**src/hdl/rsp_pkg.sv**
```systemverilog
`timescale 1ns / 1ps
// ----------------------------------------------------------------------------
// rsp_pkg - rectangle sum / point update shared definitions
// Grid geometry, field widths, and the control/status bundles passed
// between the sequencer and the datapath.
// ----------------------------------------------------------------------------
package rsp_pkg;

	localparam int GRID_SIZE = 64;                  // power of two
	localparam int CW        = $clog2(GRID_SIZE);   // coordinate width
	localparam int IDX_W     = CW + 2;              // 1-based index, holds up to 2*GRID_SIZE
	localparam int ADDR_W    = 2 * CW;              // cell address {row, col}
	localparam int WEIGHT_W  = 16;
	localparam int SUM_W     = 32;

	localparam logic [IDX_W-1:0] GRID_IDX = IDX_W'(GRID_SIZE);

	// kind field codes
	localparam logic KIND_ADD   = 1'b0;
	localparam logic KIND_QUERY = 1'b1;

	// corner sequence of a query: bit 0 picks the low x edge, bit 1 the low y edge
	localparam logic [1:0] CORNER_FIRST = 2'd0;
	localparam logic [1:0] CORNER_LAST  = 2'd3;

	typedef logic [CW-1:0]       coord_t;
	typedef logic [WEIGHT_W-1:0] weight_t;
	typedef logic [SUM_W-1:0]    sum_t;

	// sequencer -> datapath
	typedef struct packed {
		logic       clr_en;    // write zero at the sweep address
		logic       load;      // capture a new transaction
		logic       start;     // set index registers for the add or current corner
		logic       advance;   // step to the next tree cell
		logic       add_wr;    // write back read data plus weight
		logic       rd_en;     // the read issued this cycle is accumulated
		logic       res_load;  // move the sum into the result register
		logic [1:0] corner;
	} dp_cmd_t;

	// datapath -> sequencer
	typedef struct packed {
		logic clr_last;  // sweep at the final address
		logic is_query;
		logic empty;     // query rectangle has no cells
		logic cell_ok;   // index pair addresses a tree cell
	} dp_sts_t;

endpackage

```
**src/hdl/rsp_ctrl.sv**
```systemverilog
`timescale 1ns / 1ps
// ----------------------------------------------------------------------------
// rsp_ctrl - sequencer of the rectangle sum block
// Clearing sweep, transaction decode, add read-modify-write loop,
// four-corner query read loop and result hand-off.
// ----------------------------------------------------------------------------
module rsp_ctrl (
	input  logic             clk,
	input  logic             arst_n,
	input  logic             item_valid,
	output logic             item_ready,
	output logic             res_valid,
	input  logic             res_ready,
	output rsp_pkg::dp_cmd_t cmd,
	input  rsp_pkg::dp_sts_t sts
);
	import rsp_pkg::*;

	typedef enum logic [2:0] {
		ST_CLEAR,
		ST_IDLE,
		ST_DECODE,
		ST_ADD_RD,
		ST_ADD_WR,
		ST_Q_START,
		ST_Q_RD,
		ST_Q_DONE
	} state_t;

	state_t     state_q;
	logic       ready_q, res_valid_q;
	logic [1:0] corner_q;
	logic       accept;

	assign item_ready = ready_q;
	assign res_valid  = res_valid_q;
	assign accept     = item_valid && ready_q;

	always_comb begin
		cmd          = '0;
		cmd.corner   = corner_q;
		cmd.load     = accept;
		case (state_q)
			ST_CLEAR:   cmd.clr_en = 1'b1;
			ST_DECODE:  cmd.start  = 1'b1;
			ST_Q_START: cmd.start  = 1'b1;
			ST_ADD_WR: begin
				cmd.add_wr  = 1'b1;
				cmd.advance = 1'b1;
			end
			ST_Q_RD: begin
				cmd.rd_en   = sts.cell_ok;
				cmd.advance = sts.cell_ok;
			end
			ST_Q_DONE:  cmd.res_load = !res_valid_q || res_ready;
			default:    cmd.clr_en = 1'b0;
		endcase
	end

	always_ff @(posedge clk or negedge arst_n) begin
		if (!arst_n) begin
			state_q     <= ST_CLEAR;
			ready_q     <= 1'b0;
			res_valid_q <= 1'b0;
			corner_q    <= CORNER_FIRST;
		end else begin
			// result register: filled from the query end, emptied by the sink
			if (state_q == ST_Q_DONE && (!res_valid_q || res_ready))
				res_valid_q <= 1'b1;
			else if (res_ready)
				res_valid_q <= 1'b0;
			case (state_q)
				ST_CLEAR: begin
					if (sts.clr_last) begin
						state_q <= ST_IDLE;
						ready_q <= 1'b1;
					end
				end
				ST_IDLE: begin
					if (accept) begin
						ready_q  <= 1'b0;
						corner_q <= CORNER_FIRST;
						state_q  <= ST_DECODE;
					end
				end
				ST_DECODE: begin
					if (!sts.is_query)
						state_q <= ST_ADD_RD;
					else if (sts.empty)
						state_q <= ST_Q_DONE;
					else
						state_q <= ST_Q_RD;
				end
				ST_ADD_RD: begin
					if (sts.cell_ok) begin
						state_q <= ST_ADD_WR;
					end else begin
						state_q <= ST_IDLE;
						ready_q <= 1'b1;
					end
				end
				ST_ADD_WR:  state_q <= ST_ADD_RD;
				ST_Q_START: state_q <= ST_Q_RD;
				ST_Q_RD: begin
					if (!sts.cell_ok) begin
						if (corner_q == CORNER_LAST) begin
							state_q <= ST_Q_DONE;
						end else begin
							corner_q <= corner_q + 2'd1;
							state_q  <= ST_Q_START;
						end
					end
				end
				ST_Q_DONE: begin
					if (!res_valid_q || res_ready) begin
						ready_q <= 1'b1;
						state_q <= ST_IDLE;
					end
				end
				default: state_q <= ST_CLEAR;
			endcase
		end
	end

	// input only taken from idle
	a_ready_idle: assert property (@(posedge clk) disable iff (!arst_n)
		ready_q |-> state_q == ST_IDLE)
		else $error("item ready outside idle");

	// a pending result is never overwritten
	a_no_overwrite: assert property (@(posedge clk) disable iff (!arst_n)
		cmd.res_load |-> (!res_valid_q || res_ready))
		else $error("result register overwritten");

	// clearing sweep never overlaps tree traffic
	a_clear_alone: assert property (@(posedge clk) disable iff (!arst_n)
		cmd.clr_en |-> (!cmd.add_wr && !cmd.rd_en && !ready_q))
		else $error("tree access during clear");

	// accepted transaction is decoded next cycle
	a_decode: assert property (@(posedge clk) disable iff (!arst_n)
		accept |=> state_q == ST_DECODE)
		else $error("accepted transaction not decoded");

endmodule

```
**config.mk**
```make
export PLATFORM = sky130hd
export DESIGN_NAME = rsp_ctrl
export DESIGN_NICKNAME = d
export VERILOG_FILES = /design/src/hdl/rsp_pkg.sv /design/src/hdl/rsp_ctrl.sv
export SDC_FILE = /design/constraint.sdc
export NUM_CORES = 1
export LEC_CHECK = 0
export ABC_CLOCK_PERIOD_IN_PS = 1500
export BUFFER_PORTS_ARGS = -buffer_cell sky130_fd_sc_hd__buf_2
export CAP_MARGIN = 20
export CORE_UTILIZATION = 38
export CTS_BUF_LIST = sky130_fd_sc_hd__clkbuf_4
export DETAILED_ROUTE_END_ITERATION = 16
export RECOVER_POWER = 50
export SYNTH_ARGS = -nofsm -noshare
export SYNTH_HDL_FRONTEND = slang
export SYNTH_SLANG_ARGS = --single-unit
```
**constraint.sdc**
```tcl
create_clock -name clk -period 1.5 [get_ports clk]
set_input_delay 0.15 -clock clk [delete_from_list [all_inputs] [get_ports clk]]
set_output_delay 0.15 -clock clk [all_outputs]
set_load 0.05 [all_outputs]
```
# Word-level counts from Yosys, hierarchy flattened
# Index checks and enable logic that the tools add are counted.
[totals]
out_inout_bits = 11
ff_bits = 7
in_bits = 8
elab_cells = 57
[op_classes]
n_mux = 26
reduce_logical = 12
eq_ne = 14
add_sub_neg = 1
[ops]
columns = ["operator", "count"]
rows = [
  ["3-bit case mux with 8 select lines", 1],
  ["3-bit two-way mux", 6],
  ["3-bit == test (second input constant)", 4],
  ["1-bit two-way mux", 12],
  ["2-bit != test (second input constant)", 5],
  ["2-bit two-way mux", 4],
  ["4-bit AND reduction", 2],
  ["3-bit by 2-bit == test with 1-bit output (second input constant)", 2],
  ["5-bit AND reduction", 1],
  ["1-bit case mux with 4 select lines", 1],
  ["2-bit case mux with 2 select lines", 1],
  ["2-bit nonzero test", 2],
  ["4-bit nonzero test", 1],
  ["3-bit by 1-bit == test with 1-bit output (second input constant)", 1],
  ["3-bit zero test", 1],
  ["2-bit by 1-bit adder with 2-bit output (second input constant)", 1],
  ["2-bit == test (second input constant)", 1],
  ["1-bit logical AND", 2],
  ["2-bit by 1-bit != test with 1-bit output (second input constant)", 1],
  ["1-bit case mux with 2 select lines", 1],
  ["2-bit OR reduction", 1],
  ["1-bit zero test", 1],
  ["1-bit logical OR", 1],
]

# Longest topological paths before layout
# Gate-level depths: netlist (run 1).
[logic_depth]
depth_word = 4
mapped_depth = 6
depth_no_buf = 5

# Worst setup path after synthesis (run 1)
# OpenSTA, ideal clock, no wires.
[synth_timing]
path_kind = "register -> output"
startpoint = "reg state_q[1]"
endpoint = "out cmd[5] (netlist name)"
t_arrival_ps = 1915
required_ps = 1350
slack_ps = -565
path_buffers = 2
path_stages_with_launch = 5
path_cell_list = "dfrtp_1 buf_6 buf_2 nor2b_1 nor3b_1"
[synth_rtl]
columns = ["item", "line", "source"]
rows = [
  ["start: declaration", "rsp_ctrl.sv:30", "state_t state_q;"],
  ["start signal: assignment", "rsp_ctrl.sv:62", "state_q <= ST_CLEAR;"],
  ["start signal: assignment", "rsp_ctrl.sv:75", "state_q <= ST_IDLE;"],
  ["start signal: assignment", "rsp_ctrl.sv:83", "state_q <= ST_DECODE;"],
  ["end: declaration", "rsp_ctrl.sv:14", "output rsp_pkg::dp_cmd_t cmd,"],
]

==> summary.txt, run 1 <==
Clock Latency Late Sink: 250 ps
Number of antenna diodes: 0
Clk sinks: 7
Average routed wire per standard cell: 13.0 um
CP Data Arrival Time: 1390 ps
Mapped Avg Cell Area: 9.39 sq um
Final setup fails: 1
Final Cell Area: 932 sq um
Total wire length: 1440 um
Root buf cell: clkbuf_4
Dpl ws: -24.1 ps
Cell count after synthesis: 63
Die Height: 41.5 um
Port Buffers: 18
Actual slew at the worst max-slew pin: 400 ps
Max-cap violation count: 0
Mapped Area: 592 sq um
CTS tree: built
DP Area: 763 sq um
Critical path's most frequent cell: buf_6
Initial DRC count: 2
Run status: complete, but fails checks
Residual DRC: 0
Starting density of the core: 43.3%
Vias: 560
Rows: 13
Initial antenna violation count: 0
Worst Setup Start Kind: flop
First-pass GRT wire length: 2210 um
Unrepaired setup endpoints after global routing: true
Clk slew on worst S/H paths: 60 ps
Final worst slack: -37.1 ps
Unique masters post-synth: 32
Fillers: 118
LEAKAGE: 0.447 nW
Nets: 106
Worst-path maximum fanout: 6
Cell Chain, Critical Path: nor2b_4 > buf_6 > inv_1 > o21ai_2 > buf_6
Grt ovf: 0
Fin. max-slew vios: 0
Die footprint: 1720 sq um
Maximum buffer depth of the clock tree: 2
Leading cell type in the layout, fill and taps excluded: buf_4
Detail Placement HPWL: 1050 um
Tmin final: 1540 ps
Critical path endpoint category: output port
Setup Skew: 3.87 ps
Die W: 41.5 um
Via density: 5.05
Vias in the first global route: 515
Number of CTS-inserted buffers: 3
Fmax: 651 MHz
Pwr dens: 2370 nW/um^2
Worst hold path type: input pin to flop
Utilization after layout: 68.2%
Mapped Nets: 72
Failing checks: negative setup slack
Final Cycle Share: 102%
H-Tree Depth: 1
Final non-filler cell total: 111
Critical path type: flop to output port
Iteration count of the initial detailed-routing pass: 2
Area growth syn-to-layout: 57.5%
Synth warn: 0
Worst VDD drop: 1440 uV
CP max stage delay: 440 ps
Sequential element share of the synthesized area: 29.6%
Layout cells sized above 1: 66.7%
Total GRT Usage: 16.4%
Headroom to the max-slew limit: 73.3%
Worst endpoint required time: 1350 ps
Commonest cells after routing, fill and taps aside: buf_4 (15), buf_2 (11), dfrtp_2 (7), buf_6 (7), nand2_1 (5)
Final Hold Vio Count: 0
Max stage delay cell, worst path: dfrtp_2
Largest net degree at the start of global routing: 9
Core Area: 1370 sq um
Synthesis-stage register bit count: 7
Io pins: 19
Gpl congestion: 0.768
Cells after DPL: 99
DRT antenna net count: 0
kinds of logic (layout without fill, tap and decap cells):
family	after synthesis	count (layout)	share of synthesized area [%]
adder cells (fa/ha/maj)	1	1	2.11
multiplexers	5	5	10.6
flip-flops	7	7	29.6
buffers and inverters	9	42	9.72
AND/OR/NAND/NOR	26	26	29.2
AO/OA/AOI/OAI	15	15	18.8
stage by stage:
step / TNS (ps) / hold slack, ps / power, mW
2_1_floorplan: -311 / -146 / 1.43
3_3_place_gp: -11.7 / -4.20 / 1.71
3_5_place_dp: -66.2 / -0.411 / 1.73
4_1_cts: -45.0 / 226 / 2.01
5_1_grt: -333 / 230 / 2.34
6_report: -37.1 / 222 / 2.21
state kept, by name, indices dropped and copies added (netlist names):
name	cells
corner_q	2
state_q	3
item_ready	1
res_valid	1
area by class of cell:
cell class | count | area (sq um) | share of cell area, %
Inverter | 2 | 7.51 | 0.805
Multi-Input combinational cell | 47 | 417 | 44.7
Tap cell | 15 | 18.8 | 2.01
Sequential cell | 7 | 184 | 19.7
Clock buffer | 4 | 30.0 | 3.22
Timing Repair Buffer | 36 | 275 | 29.5
worst max-delay path, delay by kind of cell, from the launching register on:
kind	cells	cell delay (ps)
flip-flops	1	440
buffers and inverters	3	340
AND/OR/NAND/NOR	1	210
AO/OA/AOI/OAI	1	150
per-layer routing:
layer,GRT usage [%],vias up,routed length (um)
met5,0,-,0
met4,5.81,0,35
met1,22.2,255,669
li1,-,289,-
met2,26.3,12,694
met3,2.61,4,40
worst paths after layout:
kind	startpoint	endpoint	slack, ps	cells past startpoint
setup / recovery	state_q[1]$_DFFE_PN0P_	cmd[6]	-40	5
hold / removal	res_ready	res_valid$_DFFE_PN0P_	220	3
setup reg to reg	state_q[0]$_DFFE_PN0P_	corner_q[1]$_DFFE_PN0P_	30	4
hold reg to reg	corner_q[1]$_DFFE_PN0P_	corner_q[1]$_DFFE_PN0P_	540	1
max in group asynchronous	arst_n	state_q[2]$_DFFE_PN0P_	860	2
min in group asynchronous	arst_n	res_valid$_DFFE_PN0P_	330	2
synthesized netlist by cell type:
cell	instances	area (sq um)
o21ai_0	4	20.0
mux2_1	2	22.5
a31oi_1	1	6.26
ha_1	1	12.5
nand3b_1	1	7.51
nor2b_1	5	31.3
or2b_1	1	7.51
nor2b_4	2	27.5
buf_6	2	22.5
a21boi_0	1	7.51
nor3_1	1	5.00
o32ai_1	1	8.76
nor4_1	1	6.26
a21o_1	1	7.51
dfrtp_1	7	175
nor3b_4	1	18.8
nor2_1	3	11.3
mux2_4	2	30.0
a32oi_1	1	8.76
buf_4	2	15.0
nand2b_1	1	6.26
clkbuf_1	2	7.51
a41oi_2	1	16.3
nand2_1	5	18.8
and3_1	2	12.5
a32oi_2	1	16.3
mux2i_1	1	10.0
nand3_1	1	5.00
inv_1	2	7.51
a21oi_1	4	20.0
buf_2	1	5.00
nor3b_1	2	15.0
what timing repair did:
item / 4_1_cts / 5_1_grt
resized for setup: 11 / 15
hold endpoints to repair: 7 / 0
buffers inserted: 2 / 5
endpoints found under the setup margin: 10 / 10
hold buffers: 1 / 0
pin swaps: 0 / 1
power breakdown:
group          switching [mW]  total, mW  internal (mW)
registers               0.124      0.400          0.275
clock network          0.0725      0.192          0.120
logic                   0.853       1.62          0.766
Note: power is estimated with default switching activity, not from simulation.
==> run 2: changes to the inputs <==
--- a/config.mk
+++ b/config.mk
@@ -5,12 +5,15 @@
 export SDC_FILE = /design/constraint.sdc
 export NUM_CORES = 1
 export LEC_CHECK = 0
+export ABC_AREA = 1
 export ABC_CLOCK_PERIOD_IN_PS = 1500
 export BUFFER_PORTS_ARGS = -buffer_cell sky130_fd_sc_hd__buf_2
 export CAP_MARGIN = 20
+export CORE_MARGIN = 2
 export CORE_UTILIZATION = 38
 export CTS_BUF_LIST = sky130_fd_sc_hd__clkbuf_4
 export DETAILED_ROUTE_END_ITERATION = 16
+export PLACE_DENSITY = 0.65
 export RECOVER_POWER = 50
 export SYNTH_ARGS = -nofsm -noshare
 export SYNTH_HDL_FRONTEND = slang
==> summary.txt, run 2 <==
Run status: complete, no violations
Clock Latency Late Sink: 250 ps (about the same)
Mapped Nets: 98 (+36%)
Pint: 0.839 mW (-28%)
Vias in the first global route: 512 (-0.58%)
Number of CTS-inserted buffers: 3 (unchanged)
Clk network pwr share: 8.7% (about the same)
Commonest cells after routing, fill and taps aside: nand2_1 (24), inv_1 (14), buf_2 (12)
Cells on worst reg2reg path: 7 (+3)
Leading post-synthesis cells by cell area: dfrtp_1 (30%), nand2_1 (15%), inv_1 (8.9%)
Cells after DPL: 119 (+20%)
Starting density of the core: 40.0% (-3.3 points)
Total GRT Usage: 15.2% (-1.2 points)
Synthesis-stage register bit count: 7 (unchanged)
Maximum buffer depth of the clock tree: 2 (unchanged)
Power, Total: 1.96 mW (-11%)
Leading cell type in the layout, fill and taps excluded: nand2_1
Register name with the most flops: state_q
Synth warn: 0 (unchanged)
DRT antenna net count: 0 (unchanged)
Port Buffers: 18 (unchanged)
Area growth syn-to-layout: 31.5%
Headroom to the max-slew limit: 61.0% (-12 points)
Number of antenna diodes: 0 (unchanged)
Max stage delay cell, worst path: dfrtp_2
Power share of the combinational group: 69.8% (-3.4 points)
Sequential element share of the synthesized area: 29.8% (+0.19 points)
Gpl congestion: 0.815 (+6.2%)
Io pins: 19 (unchanged)
Root buf cell: clkbuf_4
Initial antenna violation count: 0 (unchanged)
Actual slew at the worst max-slew pin: 588 ps (+188 ps)
Dominant synthesized flop cell: dfrtp_1
Total wire length: 1390 um (-3.3%)
Worst hold path type: input pin to flop
Cell Chain, Critical Path: inv_1 > nand4_1 > inv_1 > clkbuf_4
Worst VDD drop: 1080 uV (-25%)
Critical path type: flop to output port
Switch Pwr: 1.12 mW (+6.5%)
Iteration count of the initial detailed-routing pass: 4 (+2)
Dominant cell type by area after synthesis: dfrtp_1
Fillers: 155 (+31%)
Clk slew on worst S/H paths: 60 ps (about the same)
Synth top area share: 29.8% (+0.19 points)
CP Data Arrival Time: 1280 ps (-110 ps)
Final Cycle Share: 95.6% (-6.9 points)
Largest register FFs: 3 (unchanged)
Worst-path maximum fanout: 8 (+2)
Register share of total power: 21.6% (+3.5 points)
LEAKAGE: 0.458 nW (+2.4%)
R2R Setup Slk: 80 ps (+50 ps)
Layout cells sized above 1: 36.0% (-31 points)
Post-synth top cells: nand2_1 (24), inv_1 (14), nand3_1 (8), nor2_1 (8), dfrtp_1 (7)
Initial DRC count: 6 (+4)
Core Area: 1470 sq um (+7.7%)
Top flop regs: state_q (3), corner_q (2)
Fin. max-slew vios: 0 (unchanged)
Residual DRC: 0 (unchanged)
Pwr dens: 2530 nW/um^2 (+6.7%)
Final Hold Vio Count: 0 (unchanged)
Critical path endpoint category: output port
First-pass GRT wire length: 2110 um (-4.4%)
Die Height: 43.3 um (+4.5%)
Final non-filler cell total: 130 (+17%)
Vias: 622 (+11%)
Worst endpoint required time: 1350 ps (about the same)
Reg-to-Reg End: state_q[1]$_DFFE_PN0P_
End point of the critical path: cmd[3]
Via density: 4.78 (-5.2%)
Unique masters post-synth: 20 (-38%)
Final setup fails: 0 (-1)
Cell count after synthesis: 89 (+41%)
Nets: 124 (+17%)
Worst Setup Start Kind: flop
Clk sinks: 7 (unchanged)
Most frequent cell after synthesis: nand2_1
Setup Skew: 4.43 ps (+0.567 ps)
Average routed wire per standard cell: 10.7 um (-17%)
H-Tree Depth: 1 (unchanged)
Post-synth EDFFs: 0 (unchanged)
Largest net degree at the start of global routing: 15 (+6)
Grt ovf: 0 (unchanged)
Mapped Area: 588 sq um (-0.63%)
Net Sw Frac: 57.2% (+9.7 points)
Critical path's most frequent cell: inv_1
Detail Placement HPWL: 969 um (-7.8%)
Mapped Avg Cell Area: 6.61 sq um (-30%)
CP max stage delay: 480 ps (+40 ps)
Fmax: 698 MHz (+7.2%)
Tmin final: 1430 ps (-103 ps)
Rows: 14 (+1)
CTS tree: built
Worst R2R Start: state_q[2]$_DFFE_PN0P_
Max-cap violation count: 0 (unchanged)
Die footprint: 1880 sq um (+9.2%)
Setup crit start: state_q[0]$_DFFE_PN0P_
Die W: 43.3 um (+4.5%)
FFs w/ async S/R, synth: 100% (unchanged)
[run 2: changes by cell type after synthesis, moves of 3 or more]
cell / previous run / this run
nand3_1: 1 / 8
nand2_1: 5 / 24
nor2b_1: 5 / 0
nand2_2: 0 / 3
inv_1: 2 / 14
nor2_1: 3 / 8
[run 2: area by class of cell]
type	instances	area (sq um)	share of cell area, %
well taps	16	20.0	2.59
clock inverters	1	5.00	0.647
clock buffers	3	22.5	2.91
multi-input cells	62	322	41.6
flip-flops and latches	7	179	23.1
inverters	16	60.1	7.77
repair buffers	25	165	21.4
[run 2: worst min-delay path by stage]
stage                   start                      end  slack [ps]  depth (start not counted)
floorplan              arst_n  corner_q[0]$_DFFE_PN0P_        -150                          0
global placement       arst_n   item_ready$_DFFE_PN0P_          -9                          1
detailed placement     arst_n   item_ready$_DFFE_PN0P_          -8                          1
CTS                 res_ready    res_valid$_DFFE_PN0P_          80                          2
global route        res_ready    res_valid$_DFFE_PN0P_          80                          2
finish              res_ready    res_valid$_DFFE_PN0P_          90                          2
[run 2: kinds of logic after synthesis]
| kind of cell | synth area share (%) |
|---|---|
| buffers and inverters | 17.2 |
| and+or+nand+nor | 42.3 |
| adders and majority gates | 2.13 |
| DFF | 29.8 |
| AOI/OAI and AO/OA | 8.51 |
[run 2: power groups by stage]
| stage | Combinational [mW] | Sequential, mW | Clock [mW] |
|---|---|---|---|
| after floorplan | 0.990 | 0.456 | 0 |
| after global placement | 1.14 | 0.436 | 0 |
| after detailed placement | 1.14 | 0.440 | 0 |
| after CTS | 1.16 | 0.447 | 0.177 |
| after global routing | 1.51 | 0.437 | 0.196 |
| final | 1.37 | 0.422 | 0.169 |
[run 2: per-layer routing]
metal	global-route usage, %	routed length (um)	up-vias
met1	18.1	591	272
li1	-	-	328
met2	26.6	708	20
met3	6.25	75	2
met5	0	0	-
met4	1.82	15	0
[run 2: critical path: cells and delay by family (launching register included)]
kind / cells / cell delay [ps]
flops: 1 / 480
buf+inv: 3 / 380
simple gates: 1 / 160
[run 2: what timing repair did]
item                       CTS  global route
buffers inserted             0             6
setup endpoints to repair    6             6
pin swaps                    0             1
hold endpoints to repair     7             0
hold buffers                 1             0
cloned                       0             0
resized for setup            5             6
[run 2: metrics by stage]
stage               TNS [ps]  hold slack [ps]  utilization (%)  setup WS [ps]  cell area [sq um]
finish                     0             88.1             52.6           66.4                773
floorplan              -38.5             -146                -          -38.5                594
global route            -163             76.7             52.6          -49.0                773
CTS                        0             84.8             48.2           14.0                709
detailed placement         0            -7.75             45.1            171                663
global placement           0            -9.37             45.1            162                663
==> run 3: changes to the inputs <==
--- a/config.mk
+++ b/config.mk
@@ -5,15 +5,12 @@
 export SDC_FILE = /design/constraint.sdc
 export NUM_CORES = 1
 export LEC_CHECK = 0
-export ABC_AREA = 1
 export ABC_CLOCK_PERIOD_IN_PS = 1500
 export BUFFER_PORTS_ARGS = -buffer_cell sky130_fd_sc_hd__buf_2
 export CAP_MARGIN = 20
-export CORE_MARGIN = 2
 export CORE_UTILIZATION = 38
 export CTS_BUF_LIST = sky130_fd_sc_hd__clkbuf_4
 export DETAILED_ROUTE_END_ITERATION = 16
-export PLACE_DENSITY = 0.65
 export RECOVER_POWER = 50
 export SYNTH_ARGS = -nofsm -noshare
 export SYNTH_HDL_FRONTEND = slang
==> constraint.sdc (replaced) <==
create_clock -name clk -period 1.5 [get_ports clk]
set_input_delay 0.15 -clock clk [delete_from_list [all_inputs] [get_ports clk]]
set_output_delay 0.15 -clock clk [all_outputs]
set_load 0.02 [all_outputs]
==> summary.txt, run 3 (synthesized netlist as in run 1, its figures left out) <==
Run status: complete, no violations
Initial antenna violation count: 0 (unchanged)
WHS Endpoint: res_valid$_DFFE_PN0P_
Clk slew on worst S/H paths: 50 ps (about the same)
LEAKAGE: 0.449 nW (-1.9%)
Max-cap violation count: 0 (unchanged)
R2R Setup Slk: 20 ps (-60 ps)
Core Area: 1370 sq um (-7.1%)
Gpl congestion: 0.789 (-3.2%)
Critical path endpoint category: flop
Worst-path maximum fanout: 5 (-3)
Die W: 41.5 um (-4.3%)
Actual slew at the worst max-slew pin: 400 ps (-188 ps)
Layout cells sized above 1: 57.3% (+21 points)
Clock Latency Late Sink: 260 ps (about the same)
Total GRT Usage: 17.1% (+1.9 points)
Root buf cell: clkbuf_4
Cells on worst reg2reg path: 5 (-2)
Final setup fails: 0 (unchanged)
Unrepaired setup endpoints after global routing: true
Worst Setup Start Kind: flop
Starting density of the core: 43.3% (+3.3 points)
H-Tree Depth: 1 (unchanged)
Average routed wire per standard cell: 13.1 um (+22%)
Switch Pwr: 0.805 mW (-28%)
Critical path type: flop to flop
Via density: 5.26 (+10%)
Net Sw Frac: 42.0% (-15 points)
DRT antenna net count: 0 (unchanged)
Headroom to the max-slew limit: 73.3% (+12 points)
Worst VDD drop: 1140 uV (+5.4%)
Number of antenna diodes: 0 (unchanged)
Setup Skew: 2.12 ps (-2.31 ps)
Initial DRC count: 4 (-2)
Top flop regs: state_q (3), corner_q (2)
Vias: 584 (-6.1%)
Tmin final: 1480 ps (+50.8 ps)
Register name with the most flops: state_q
Final Cycle Share: 99.0% (+3.4 points)
Area growth syn-to-layout: 48.0%
Maximum buffer depth of the clock tree: 2 (unchanged)
Crit path max-delay family: flip-flops
Clk network pwr share: 10.1% (+1.4 points)
CTS tree: built
Reg-to-Reg End: corner_q[0]$_DFFE_PN0P_
Buf/Inv on CP: 1 (-2)
Detail Placement HPWL: 1030 um (+6.8%)
Clk sinks: 7 (unchanged)
Number of CTS-inserted buffers: 3 (unchanged)
Total wire length: 1450 um (+4.5%)
Largest net degree at the start of global routing: 11 (-4)
Pint: 1.11 mW (+32%)
Io pins: 19 (unchanged)
TNS Setup: 0 ps (unchanged)
Cell count of the worst hold path: 3 (+1)
Final Hold Vio Count: 0 (unchanged)
Die Height: 41.5 um (-4.3%)
Register share of total power: 19.6% (-2.0 points)
Fmax: 674 MHz (-3.4%)
Port Buffers: 18 (unchanged)
Leading cell type in the layout, fill and taps excluded: buf_4
Residual DRC: 0 (unchanged)
Commonest cells after routing, fill and taps aside: buf_4 (15), buf_2 (14), nand2_1 (5), buf_6 (5)
Worst hold path type: input pin to flop
Cell Chain, Critical Path: buf_4 > nor3b_4 > a21oi_1 > nor2b_4 > mux2_4
Die footprint: 1720 sq um (-8.5%)
Worst R2R Start: state_q[1]$_DFFE_PN0P_
Utilization after layout: 64.1% (+12 points)
First-pass GRT wire length: 2260 um (+7.2%)
CP Data Arrival Time: 1630 ps (+350 ps)
Vias in the first global route: 504 (-1.6%)
Pwr dens: 2180 nW/um^2 (-14%)
Grt ovf: 0 (unchanged)
Nets: 106 (-15%)
Max stage delay cell, worst path: dfrtp_2
Hold Crit Start: res_ready
Rows: 13 (-1)
Power share of the combinational group: 70.2% (+0.4 points)
Largest register FFs: 3 (unchanged)
Iteration count of the initial detailed-routing pass: 3 (-1)
Fin. max-slew vios: 0 (unchanged)
Worst endpoint required time: 1640 ps (+290 ps)
CP max stage delay: 440 ps (-40 ps)
## run 3: metal layers
layer,global-route usage [%],wire length [um]
met2,26.3,704
met1,22.4,662
met4,3.87,8
met3,6.96,77
met5,0,0
## run 3: power groups by stage
stage          Clock, mW  Combinational (mW)  Sequential (mW)
6_report           0.194                1.34            0.376
5_1_grt            0.206                1.46            0.386
4_1_cts            0.200                1.10            0.371
3_5_place_dp           0                1.07            0.363
3_3_place_gp           0                1.06            0.360
2_1_floorplan          0               0.818            0.334
## run 3: what timing repair did
action	in CTS	in global routing
pin swaps	0	4
endpoints found under the hold margin	7	0
setup buffers	1	6
hold buffers	1	0
cloned	0	0
endpoints found under the setup margin	3	8
gates resized for setup	5	15
## run 3: worst max-delay path by stage
stage | to | cells past startpoint | from | slack [ps]
2_1_floorplan | corner_q[0]$_DFFE_PN0P_ | 5 | corner_q[0]$_DFFE_PN0P_ | 40
3_3_place_gp | corner_q[0]$_DFFE_PN0P_ | 4 | state_q[1]$_DFFE_PN0P_ | 30
3_5_place_dp | corner_q[0]$_DFFE_PN0P_ | 4 | state_q[1]$_DFFE_PN0P_ | 20
4_1_cts | cmd[5] | 4 | state_q[1]$_DFFE_PN0P_ | -20
5_1_grt | item_ready$_DFFE_PN0P_ | 5 | state_q[0]$_DFFE_PN0P_ | -70
6_report | corner_q[0]$_DFFE_PN0P_ | 5 | state_q[1]$_DFFE_PN0P_ | 20
## run 3: per-stage QoR
step           setup slack (ps)  instances  hold WS (ps)  instance area [sq um]  total power, mW
2_1_floorplan              36.1         63          -146                    592             1.15
3_3_place_gp               26.0         99         -5.39                    726             1.42
3_5_place_dp               17.7         99         -3.76                    726             1.43
4_1_cts                   -20.6        105           205                    781             1.68
5_1_grt                   -66.5        111           225                    876             2.05
6_report                   15.6        111           204                    876             1.91
## run 3: layout make-up
type / count / area (sq um)
multi-input combinational: 47 / 388
timing repair buffer: 36 / 253
clock buffer: 4 / 30.0
tap: 15 / 18.8
sequential: 7 / 179
fill: 139 / 490
inverter: 2 / 7.51
## run 3: worst min-delay path, delay by kind of cell
kind,cells,cell delay [ps]
and+or+nand+nor,2,200
buffers and inverters,1,70
